`config.mk`:
```
export PLATFORM = sky130hd
export DESIGN_NAME = proxy_v2_tcp_header_insert_rewrite
export DESIGN_NICKNAME = d
export VERILOG_FILES = /design/src/hdl/ppv2_pkg.sv /design/src/hdl/proxy_v2_tcp_header_insert_rewrite.sv
export VERILOG_INCLUDE_DIRS = /design/src /design/src/hdl
export SDC_FILE = /design/constraint.sdc
export NUM_CORES = 1
export LEC_CHECK = 0
export BUFFER_PORTS_ARGS = -buffer_cell sky130_fd_sc_hd__buf_2
export CORE_ASPECT_RATIO = 0.7
export CORE_UTILIZATION = 50
export CTS_CLUSTER_SIZE = 20
export DETAILED_ROUTE_END_ITERATION = 10
export HOLD_SLACK_MARGIN = 0.12
export PLACE_DENSITY = 0.88
export SLEW_MARGIN = 20
export SYNTH_ARGS = -nofsm -noshare
export SYNTH_HDL_FRONTEND = slang
export SYNTH_SLANG_ARGS = --single-unit
```
`constraint.sdc`:
```
create_clock -name aclk -period 14.7 [get_ports aclk]
set_clock_uncertainty 0.2 [all_clocks]
set_input_delay 2.205 -clock aclk [delete_from_list [all_inputs] [get_ports aclk]]
set_output_delay 2.205 -clock aclk [all_outputs]
set_load 0.05 [all_outputs]
```
`src/hdl/proxy_v2_tcp_header_insert_rewrite_defines.svh`:
```
// Assertion macros for the proxy v2 header rewrite RTL.
`ifndef PROXY_V2_TCP_HEADER_INSERT_REWRITE_DEFINES_SVH
`define PROXY_V2_TCP_HEADER_INSERT_REWRITE_DEFINES_SVH

`ifndef SYNTHESIS
// Checked only outside reset.
`define PPV2_ASSERT(label, clk, rstn, prop) \
    label: assert property (@(posedge clk) disable iff (!rstn) (prop)) \
        else $error("ppv2 assertion failed");
// Checked at every edge, reset included.
`define PPV2_ASSERT_ALWAYS(label, clk, prop) \
    label: assert property (@(posedge clk) (prop)) \
        else $error("ppv2 assertion failed");
`else
`define PPV2_ASSERT(label, clk, rstn, prop)
`define PPV2_ASSERT_ALWAYS(label, clk, prop)
`endif

`endif

```
`src/hdl/ppv2_pkg.sv`:
```
// Types and constants of the proxy v2 header rewrite block.
package ppv2_pkg;

    typedef logic [2:0] action_t;
    typedef logic [3:0] res_idx_t;

    localparam action_t ACT_PASS   = 3'd0;
    localparam action_t ACT_DROP   = 3'd1;
    localparam action_t ACT_MSS    = 3'd2;
    localparam action_t ACT_INSERT = 3'd3;
    localparam action_t ACT_SEQ    = 3'd4;
    localparam action_t ACT_ACK    = 3'd5;

    localparam logic [5:0] HLEN_V4 = 6'd28;
    localparam logic [5:0] HLEN_V6 = 6'd52;

    localparam logic [31:0] SIG_WORD0  = 32'h0D0A0D0A;
    localparam logic [31:0] SIG_WORD1  = 32'h000D0A51;
    localparam logic [31:0] SIG_WORD2  = 32'h5549540A;
    localparam logic [31:0] FAM_WORD_V4 = 32'h2111000C;
    localparam logic [31:0] FAM_WORD_V6 = 32'h21210024;

    // Index of the final result of an insert: the action result plus the words.
    localparam res_idx_t LAST_IDX_V4 = 4'd7;
    localparam res_idx_t LAST_IDX_V6 = 4'd13;

endpackage

```
`src/hdl/proxy_v2_tcp_header_insert_rewrite.sv`:
```
// Per-packet TCP rewrite decision with PROXY v2 header word generation.
//
//  Channel | Ports  | Content
//  --------+--------+---------------------------------------------------
//  input   | s_*    | one request per TCP packet: flags, numbers, addresses
//  result  | m_*    | action result, then header words for an insert
//
// Each request is held in the input register and gives one result per cycle
// unless m_ready stalls, through the single result register: one result for
// most packets, 8 (IPv4) or 14 (IPv6) for an insert. A new request is taken in
// the cycle the last result of the current one moves to the result register.
// Reset clears the valid flags and the word counter. A stall on m_ready holds
// the result register and, through it, the input register.
`include "proxy_v2_tcp_header_insert_rewrite_defines.svh"

module proxy_v2_tcp_header_insert_rewrite (
    input  logic                 aclk,
    input  logic                 aresetn,
    input  logic                 s_valid,
    output logic                 s_ready,
    input  logic                 s_op,
    input  logic                 s_is_ipv6,
    input  logic [3:0]           s_tcp_flags,
    input  logic [31:0]          s_seq_num,
    input  logic [31:0]          s_ack_num,
    input  logic [15:0]          s_payload_len,
    input  logic [31:0]          s_first_data_ack,
    input  logic [31:0]          s_port_pair,
    input  logic [63:0]          s_src_addr_hi,
    input  logic [63:0]          s_src_addr_lo,
    input  logic [63:0]          s_dst_addr_hi,
    input  logic [63:0]          s_dst_addr_lo,
    output logic                 m_valid,
    input  logic                 m_ready,
    output ppv2_pkg::action_t    m_action,
    output logic [31:0]          m_new_number,
    output logic [5:0]           m_length_delta,
    output logic                 m_is_header_word,
    output logic [31:0]          m_header_word,
    output logic                 m_last
);
    import ppv2_pkg::*;

    logic        in_valid_reg;
    logic        op_reg;
    logic        v6_reg;
    logic [3:0]  flags_reg;
    logic [31:0] seq_reg;
    logic [31:0] ack_reg;
    logic [15:0] plen_reg;
    logic [31:0] fdack_reg;
    logic [31:0] ports_reg;
    logic [63:0] sh_reg;
    logic [63:0] sl_reg;
    logic [63:0] dh_reg;
    logic [63:0] dl_reg;
    res_idx_t    idx_reg;

    logic        m_valid_reg;
    action_t     m_action_reg;
    logic [31:0] m_new_number_reg;
    logic [5:0]  m_length_delta_reg;
    logic        m_is_header_word_reg;
    logic [31:0] m_header_word_reg;
    logic        m_last_reg;

    logic        load;
    logic        syn;
    logic        ackf;
    logic        rst;
    logic        fin;
    logic [5:0]  hlen;
    action_t     act_next;
    logic [31:0] number_next;
    logic [5:0]  delta_next;
    logic        isw_next;
    logic [31:0] word_next;
    logic        last_next;
    res_idx_t    last_idx;

    assign syn  = flags_reg[0];
    assign ackf = flags_reg[1];
    assign rst  = flags_reg[2];
    assign fin  = flags_reg[3];
    assign hlen = v6_reg ? HLEN_V6 : HLEN_V4;
    assign last_idx = v6_reg ? LAST_IDX_V6 : LAST_IDX_V4;

    always_comb begin
        number_next = 32'd0;
        delta_next  = hlen;
        priority if (op_reg) begin
            if (syn && ackf) begin
                act_next = ACT_MSS;
            end else begin
                act_next    = ACT_ACK;
                number_next = ack_reg - {26'd0, hlen};
            end
        end else if (syn && !ackf) begin
            if (plen_reg != 16'd0) begin
                act_next   = ACT_DROP;
                delta_next = 6'd0;
            end else begin
                act_next = ACT_MSS;
            end
        end else if (ack_reg == fdack_reg && !syn && !rst && !fin) begin
            if (plen_reg == 16'd0) begin
                act_next   = ACT_PASS;
                delta_next = 6'd0;
            end else begin
                act_next = ACT_INSERT;
            end
        end else begin
            act_next    = ACT_SEQ;
            number_next = seq_reg + {26'd0, hlen};
        end
    end

    always_comb begin
        unique case (idx_reg)
            4'd1:    word_next = SIG_WORD0;
            4'd2:    word_next = SIG_WORD1;
            4'd3:    word_next = SIG_WORD2;
            4'd4:    word_next = v6_reg ? FAM_WORD_V6 : FAM_WORD_V4;
            4'd5:    word_next = v6_reg ? sh_reg[63:32] : sl_reg[31:0];
            4'd6:    word_next = v6_reg ? sh_reg[31:0] : dl_reg[31:0];
            4'd7:    word_next = v6_reg ? sl_reg[63:32] : ports_reg;
            4'd8:    word_next = sl_reg[31:0];
            4'd9:    word_next = dh_reg[63:32];
            4'd10:   word_next = dh_reg[31:0];
            4'd11:   word_next = dl_reg[63:32];
            4'd12:   word_next = dl_reg[31:0];
            4'd13:   word_next = ports_reg;
            default: word_next = 32'd0;
        endcase
    end

    assign isw_next  = (act_next == ACT_INSERT) && (idx_reg != 4'd0);
    assign last_next = (act_next != ACT_INSERT) || (idx_reg == last_idx);

    assign load    = in_valid_reg && (!m_valid_reg || m_ready);
    assign s_ready = !in_valid_reg || (load && last_next);

    always_ff @(posedge aclk) begin
        if (!aresetn) begin
            in_valid_reg <= 1'b0;
        end else if (s_valid && s_ready) begin
            in_valid_reg <= 1'b1;
        end else if (load && last_next) begin
            in_valid_reg <= 1'b0;
        end
    end

    always_ff @(posedge aclk) begin
        if (s_valid && s_ready) begin
            op_reg    <= s_op;
            v6_reg    <= s_is_ipv6;
            flags_reg <= s_tcp_flags;
            seq_reg   <= s_seq_num;
            ack_reg   <= s_ack_num;
            plen_reg  <= s_payload_len;
            fdack_reg <= s_first_data_ack;
            ports_reg <= s_port_pair;
            sh_reg    <= s_src_addr_hi;
            sl_reg    <= s_src_addr_lo;
            dh_reg    <= s_dst_addr_hi;
            dl_reg    <= s_dst_addr_lo;
        end
    end

    always_ff @(posedge aclk) begin
        if (!aresetn) begin
            idx_reg     <= 4'd0;
            m_valid_reg <= 1'b0;
        end else if (load) begin
            idx_reg     <= last_next ? 4'd0 : idx_reg + 4'd1;
            m_valid_reg <= 1'b1;
        end else if (m_ready) begin
            m_valid_reg <= 1'b0;
        end
    end

    always_ff @(posedge aclk) begin
        if (load) begin
            m_action_reg         <= act_next;
            m_new_number_reg     <= number_next;
            m_length_delta_reg   <= delta_next;
            m_is_header_word_reg <= isw_next;
            m_header_word_reg    <= isw_next ? word_next : 32'd0;
            m_last_reg           <= last_next;
        end
    end

    assign m_valid          = m_valid_reg;
    assign m_action         = m_action_reg;
    assign m_new_number     = m_new_number_reg;
    assign m_length_delta   = m_length_delta_reg;
    assign m_is_header_word = m_is_header_word_reg;
    assign m_header_word    = m_header_word_reg;
    assign m_last           = m_last_reg;

    `PPV2_ASSERT_ALWAYS(a_reset_empties, aclk, !aresetn |=> !m_valid_reg && !in_valid_reg)
    `PPV2_ASSERT(a_word_needs_item, aclk, aresetn, idx_reg != 4'd0 |-> in_valid_reg)
    `PPV2_ASSERT(a_idx_range, aclk, aresetn, idx_reg <= LAST_IDX_V6)
    `PPV2_ASSERT(a_word_is_insert, aclk, aresetn, m_valid_reg && m_is_header_word_reg |-> m_action_reg == ACT_INSERT)
    `PPV2_ASSERT(a_open_is_insert, aclk, aresetn, m_valid_reg && !m_last_reg |-> m_action_reg == ACT_INSERT && in_valid_reg)

endmodule
```
Word-level counts from Yosys, hierarchy flattened

Index checks and enable logic that the tools add are counted.

Output and inout bits: 77
Logic and storage cells: 91
Register bits: 487

$add $sub $neg: 3
Reduce and logical (&&, ||, !) cells: 23
Equality and inequality tests: 17
Muxes and demuxes: 27

Operator list:

| kind                                                                   | number |
|---|---|
| 32-bit case mux with 13 select lines                                   | 1 |
| 32-bit 2-to-1 mux                                                      | 7 |
| 6-bit 2-to-1 mux                                                       | 6 |
| 32-bit by 6-bit adder with 32-bit output                               | 1 |
| 32-bit equality test                                                   | 1 |
| 32-bit by 6-bit subtractor with 32-bit output                          | 1 |
| 4-bit equality test (second input constant)                            | 6 |
| 22-bit 2-to-1 mux                                                      | 1 |
| 4-bit by 3-bit equality test with 1-bit output (second input constant) | 4 |
| 16-bit logical NOT                                                     | 1 |
| 16-bit nonzero test                                                    | 1 |
| 3-bit 2-to-1 mux                                                       | 4 |
| 1-bit logical AND                                                      | 9 |
| 4-bit by 2-bit equality test with 1-bit output (second input constant) | 2 |
| 4-bit 2-to-1 mux                                                       | 2 |
| 1-bit logical NOT                                                      | 6 |
| 4-bit by 1-bit adder with 4-bit output (second input constant)         | 1 |
| 4-bit by 1-bit equality test with 1-bit output (second input constant) | 1 |
| 4-bit equality test                                                    | 1 |
| 1-bit 2-to-1 mux                                                       | 4 |
| 2-bit 2-to-1 mux                                                       | 2 |
| 2-bit nonzero test                                                     | 2 |
| 4-bit nonzero test                                                     | 1 |
| 3-bit by 2-bit equality test with 1-bit output (second input constant) | 1 |
| other kinds (2)                                                        | 4 |

Longest topological paths before layout

Word-level depth: 13
Gate-level depth with buffers: 10

Worst setup path before layout

OpenSTA, ideal clock, no wires.

Path kind: input -> register
Start point: input m_ready
End point: register ack_reg[0], enable pin
Buffers on the path: 0
Arrival: 12.474 ns
Cell stages on the path: 4
Required time: 13.682 ns
Path slack: 1.208 ns
Cell sequence: nand2b_1 nand2_1 o21ai_1 and2_1

Cells in the longest elaborated chain, start to end: 5

RTL lines:

| item                 | line                                      | text |
|---|---|---|
| start, declared      | proxy_v2_tcp_header_insert_rewrite.sv:34  | `input logic m_ready,` |
| 1-bit logical OR     | proxy_v2_tcp_header_insert_rewrite.sv:140 | `assign load = in_valid_reg && (!m_valid_reg \|\| m_ready);` |
| 1-bit logical AND    | proxy_v2_tcp_header_insert_rewrite.sv:140 |  |
| 1-bit logical AND    | proxy_v2_tcp_header_insert_rewrite.sv:141 | `assign s_ready = !in_valid_reg \|\| (load && last_next);` |
| 1-bit logical OR     | proxy_v2_tcp_header_insert_rewrite.sv:141 |  |
| named net s_ready    | proxy_v2_tcp_header_insert_rewrite.sv:20  | `output logic s_ready,` |
| 1-bit logical AND    | proxy_v2_tcp_header_insert_rewrite.sv:154 | `if (s_valid && s_ready) begin` |
| end signal, assigned | proxy_v2_tcp_header_insert_rewrite.sv:159 | `ack_reg <= s_ack_num;` |
| end, declared        | proxy_v2_tcp_header_insert_rewrite.sv:49  | `logic [31:0] ack_reg;` |

The timed path passes the listed nets, and every way through them passes these cells.
A chain may end at the register's enable or synchronous reset.

Final worst setup path

Start point: register v6_reg
End point: output s_ready

Cells in the longest elaborated chain, start to end: 5

RTL lines:

| item                   | line                                      | text |
|---|---|---|
| start, declared        | proxy_v2_tcp_header_insert_rewrite.sv:46  | `logic v6_reg;` |
| start signal, assigned | proxy_v2_tcp_header_insert_rewrite.sv:156 | `v6_reg <= s_is_ipv6;` |
| 4-bit 2-to-1 mux       | proxy_v2_tcp_header_insert_rewrite.sv:86  | `assign last_idx = v6_reg ? LAST_IDX_V6 : LAST_IDX_V4;` |
| 4-bit equality test    | proxy_v2_tcp_header_insert_rewrite.sv:138 | `assign last_next = (act_next != ACT_INSERT) \|\| (idx_reg == last_idx);` |
| 1-bit logical OR       | proxy_v2_tcp_header_insert_rewrite.sv:138 |  |
| 1-bit logical AND      | proxy_v2_tcp_header_insert_rewrite.sv:141 |  |
| 1-bit logical OR       | proxy_v2_tcp_header_insert_rewrite.sv:141 |  |
| end, declared          | proxy_v2_tcp_header_insert_rewrite.sv:20  |  |

No other way between the ends.

==> impl_metrics.py <==
metrics = {
    "status": {
        "status": "complete, no violations",
    },
    "drt": {
        "remaining_drc_errors": 0,
        "detail_route.iter0.violations": 2213,
        "detail_route.wirelength_um": 59900,
        "viasPerCell": 6.17,
        "ant_nets": 0,
        "via_count": 13869,
        "wl_per_cell_um": 26.7,
        "number_of_detailed_route_iterations_in_the_first_pass": 9,
    },
    "clocking": {
        "cts.repair_timing.setup_buffer_count": 0,
        "clock_insertion_delay_worst_skew_ps": 580,
        "cts_tree": "yes",
        "max-clock-path-buffers": 3,
        "path_clk_slew_ps": 70,
        "cts_repair_resize_count": 0,
        "clock_sinks": 484,
        "cts_made_buffers": 46,
        "post_cts_hold_buffer_count": 0,
        "clock_tree.htree_level_count": 2,
        "cts_root_buf": "clkbuf_16",
    },
    "cells_and_area": {
        "total_area_of_multi_input_combinational_cells_um2": 4310,
        "final_standard_cell_count_with_taps_included_and_fillers_excluded": 2248,
        "fillCellCount": 2616,
        "register_area_um2": 14500,
        "synthToLayoutAreaGrowth_pct": 23.7,
        "layout-drive-gt1-share": 0.347,
        "layout.nets": 2112,
        "post-route-cell-area_um2": 23700,
    },
    "global_route": {
        "grt.overflow.total": 0,
        "pin_count_of_the_biggest_net_entering_global_routing": 176,
        "grt_antenna_before_repair": 36,
        "first_global_vias": 13461,
        "groute.usage.overall": 0.299,
        "grt_first_pass_wirelength_um": 86000,
    },
    "synthesis": {
        "postSynth.topFlopCell": "edfxtp_1",
        "netlist_instances": 1210,
        "synth.cell_area_um2": 19100,
        "yosysSeqAreaShare": 0.756,
        "postSynthRegisterBits": 484,
        "yosysUniqueCellTypes": 59,
        "ys_async_sr_fraction": 0,
        "syn-mean-instance-area_um2": 15.8,
        "synth_warnings": 0,
        "synth_enable_flop_cells": 478,
    },
    "worst_setup_path": {
        "critical_path_class": "flop to output port",
        "slowest_stage": "nor4_1",
        "path_buf_inv": 2,
        "critical_path.top_delay_family": "simple AND/OR/NAND/NOR gates",
        "worst_setup_path_start_kind": "flop",
        "cp_data_arrival_time_ps": 3410,
        "path_max_fanout": 46,
        "cp_cell_sequence": "buf_4 > nor3b_1 > o211ai_1 > nand3_1 > nor4_1 > o21ai_1 > buf_2",
        "timing.critical_path.required_ps": 12300,
        "critical_path.endpoint_type": "output port",
        "slowest_delay_ps": 760,
    },
    "pwr": {
        "vdd_ir_drop_max_uv": 103,
        "net-switching-power_mw": 0.715,
        "cellPowerDensity_nw_per_um2": 132,
        "p_seq_frac": 0.534,
        "power.combinational.fraction": 0.072,
        "power.static_leakage_nw": 8.58,
        "clkPwrFrac": 0.394,
        "switching_share_of_power": 0.230,
        "power.internal_mw": 2.40,
    },
    "timing": {
        "setup-tns-final_ps": 0,
        "final_period_minus_worst_setup_slack_ps": 5810,
        "relSlewSlack": 0.0479,
        "rsz0062_at_grt": "no",
        "worst_hold_slack_ps": 292,
        "slew_viol_final": 0,
        "postLayoutSetupSlackWorst_ps": 8890,
        "setup_viol": 0,
        "final_hold_viol_count": 0,
        "post-route-period-util": 0.395,
        "max_clock_freq_mhz": 172,
        "tightestPinTransition_ps": 1420,
    },
    "floorplanning": {
        "floorplan.initialDensity": 0.511,
        "width_of_the_die_um": 236,
        "pin_count": 487,
        "fp.dieArea_um2": 39100,
        "core-area_um2": 37400,
        "dieHeight_um": 166,
        "std_cell_rows": 59,
    },
    "placed_design": {
        "dpl_worst_slack_ps": 8600,
        "placedCellCount": 2132,
        "buffer_ports.inserted": 484,
        "detailed_place_hpwl_um": 41600,
        "placedInstanceArea_um2": 22100,
        "finalWeightedCongestion": 0.897,
    },
    "min_path": {
        "hold_path.class": "flop to flop",
    },
    "flow_run": {
        "max-cap-violations": 0,
    },
}
-- worst min-delay path, delay by kind of cell, from the launching register on --
kind            cells  cell delay, ps
compound gates      1              50
buf+inv             1              60
flops               1             330
-- layout make-up --
class	instances	share of cell area
tap	488	0.0258
inverter	19	0.00306
clock buffer	61	0.0518
multi-input combinational	637	0.182
timing repair buffer	504	0.109
antenna	32	0.00338
sequential	484	0.611
clock inverter	23	0.0134
-- cells in the mapped netlist (12+ instances only) --
| cell | number | share of area |
|---|---|---|
| edfxtp_1 | 478 | 0.75 |
| nand2_1 | 63 | 0.012 |
| a21oi_1 | 59 | 0.015 |
| clkbuf_1 | 51 | 0.010 |
| xor2_1 | 44 | 0.020 |
| xnor2_1 | 43 | 0.020 |
| o22ai_1 | 39 | 0.013 |
| nor2_1 | 37 | 0.0073 |
| a22oi_1 | 35 | 0.014 |
| nand3_1 | 33 | 0.0086 |
| a222oi_1 | 31 | 0.016 |
| o21ai_0 | 30 | 0.0078 |
| nor3_1 | 20 | 0.0052 |
| nor4_1 | 20 | 0.0065 |
| inv_1 | 19 | 0.0037 |
| a31oi_1 | 17 | 0.0056 |
| a22o_1 | 16 | 0.0073 |
| a221oi_1 | 13 | 0.0059 |
| buf_1 | 12 | 0.0024 |
| mux2i_1 | 12 | 0.0063 |
-- layer usage --
metal	up-vias	share of wire	global-route usage
li1	5835	-	-
met1	6714	0.38	0.421
met2	1128	0.45	0.444
met3	186	0.12	0.0737
met4	6	0.043	0.131
met5	-	0.00075	0
-- cell usage in the layout, fill, tap and decap left out, types with 12 or more instances in the layout --
master     instances
buf_2            484
a22o_1            16
nand3_1           33
a221oi_1          13
mux2i_1           12
nor2_1            35
nor4_1            20
nand2_1           63
buf_4             19
nor3_1            20
a22oi_1           35
clkbuf_16         46
edfxtp_1         478
a31oi_1           17
xnor2_1           43
o21ai_0           29
o22ai_1           39
clkbuf_1          13
diode_2           32
a21oi_1           59
xor2_1            44
inv_1             18
a222oi_1          31
-- per-stage QoR --
step / utilization / power [mW]
2_1_floorplan: - / 1.83
3_3_place_gp: 0.589 / 1.90
3_5_place_dp: 0.589 / 1.91
4_1_cts: 0.631 / 3.12
5_1_grt: 0.632 / 3.20
6_report: 0.633 / 3.11
-- cell families (layout without fill, tap and decap cells) --
family | count (synthesis) | after routing | share of synthesized area
compound gates | 293 | 293 | 0.108
xor+xnor | 87 | 87 | 0.0398
fa+ha+maj | 10 | 10 | 0.00732
buf+inv | 90 | 607 | 0.0199
flops | 484 | 484 | 0.756
mux | 18 | 18 | 0.00981
other cells | 1 | 34 | 0.000196
simple gates | 227 | 227 | 0.0586
-- power by group through the flow --
| stage | Clock [mW] | Sequential (mW) | Combinational, mW |
|---|---|---|---|
| global route | 1.30 | 1.67 | 0.237 |
| global placement | 0 | 1.68 | 0.215 |
| detailed placement | 0 | 1.69 | 0.222 |
| finish | 1.23 | 1.66 | 0.224 |
| floorplan | 0 | 1.75 | 0.0769 |
| CTS | 1.24 | 1.66 | 0.223 |
-- final timing paths --
check / cells after the start / from / slack, ps / to
max: 7 / v6_reg / 8890 / s_ready
min reg2reg: 2 / in_valid_reg / 290 / m_valid
max reg2reg: 9 / v6_reg / 9360 / seq_reg[15]
min: 2 / in_valid_reg / 290 / m_valid
Power figures use the tool's default switching activity.
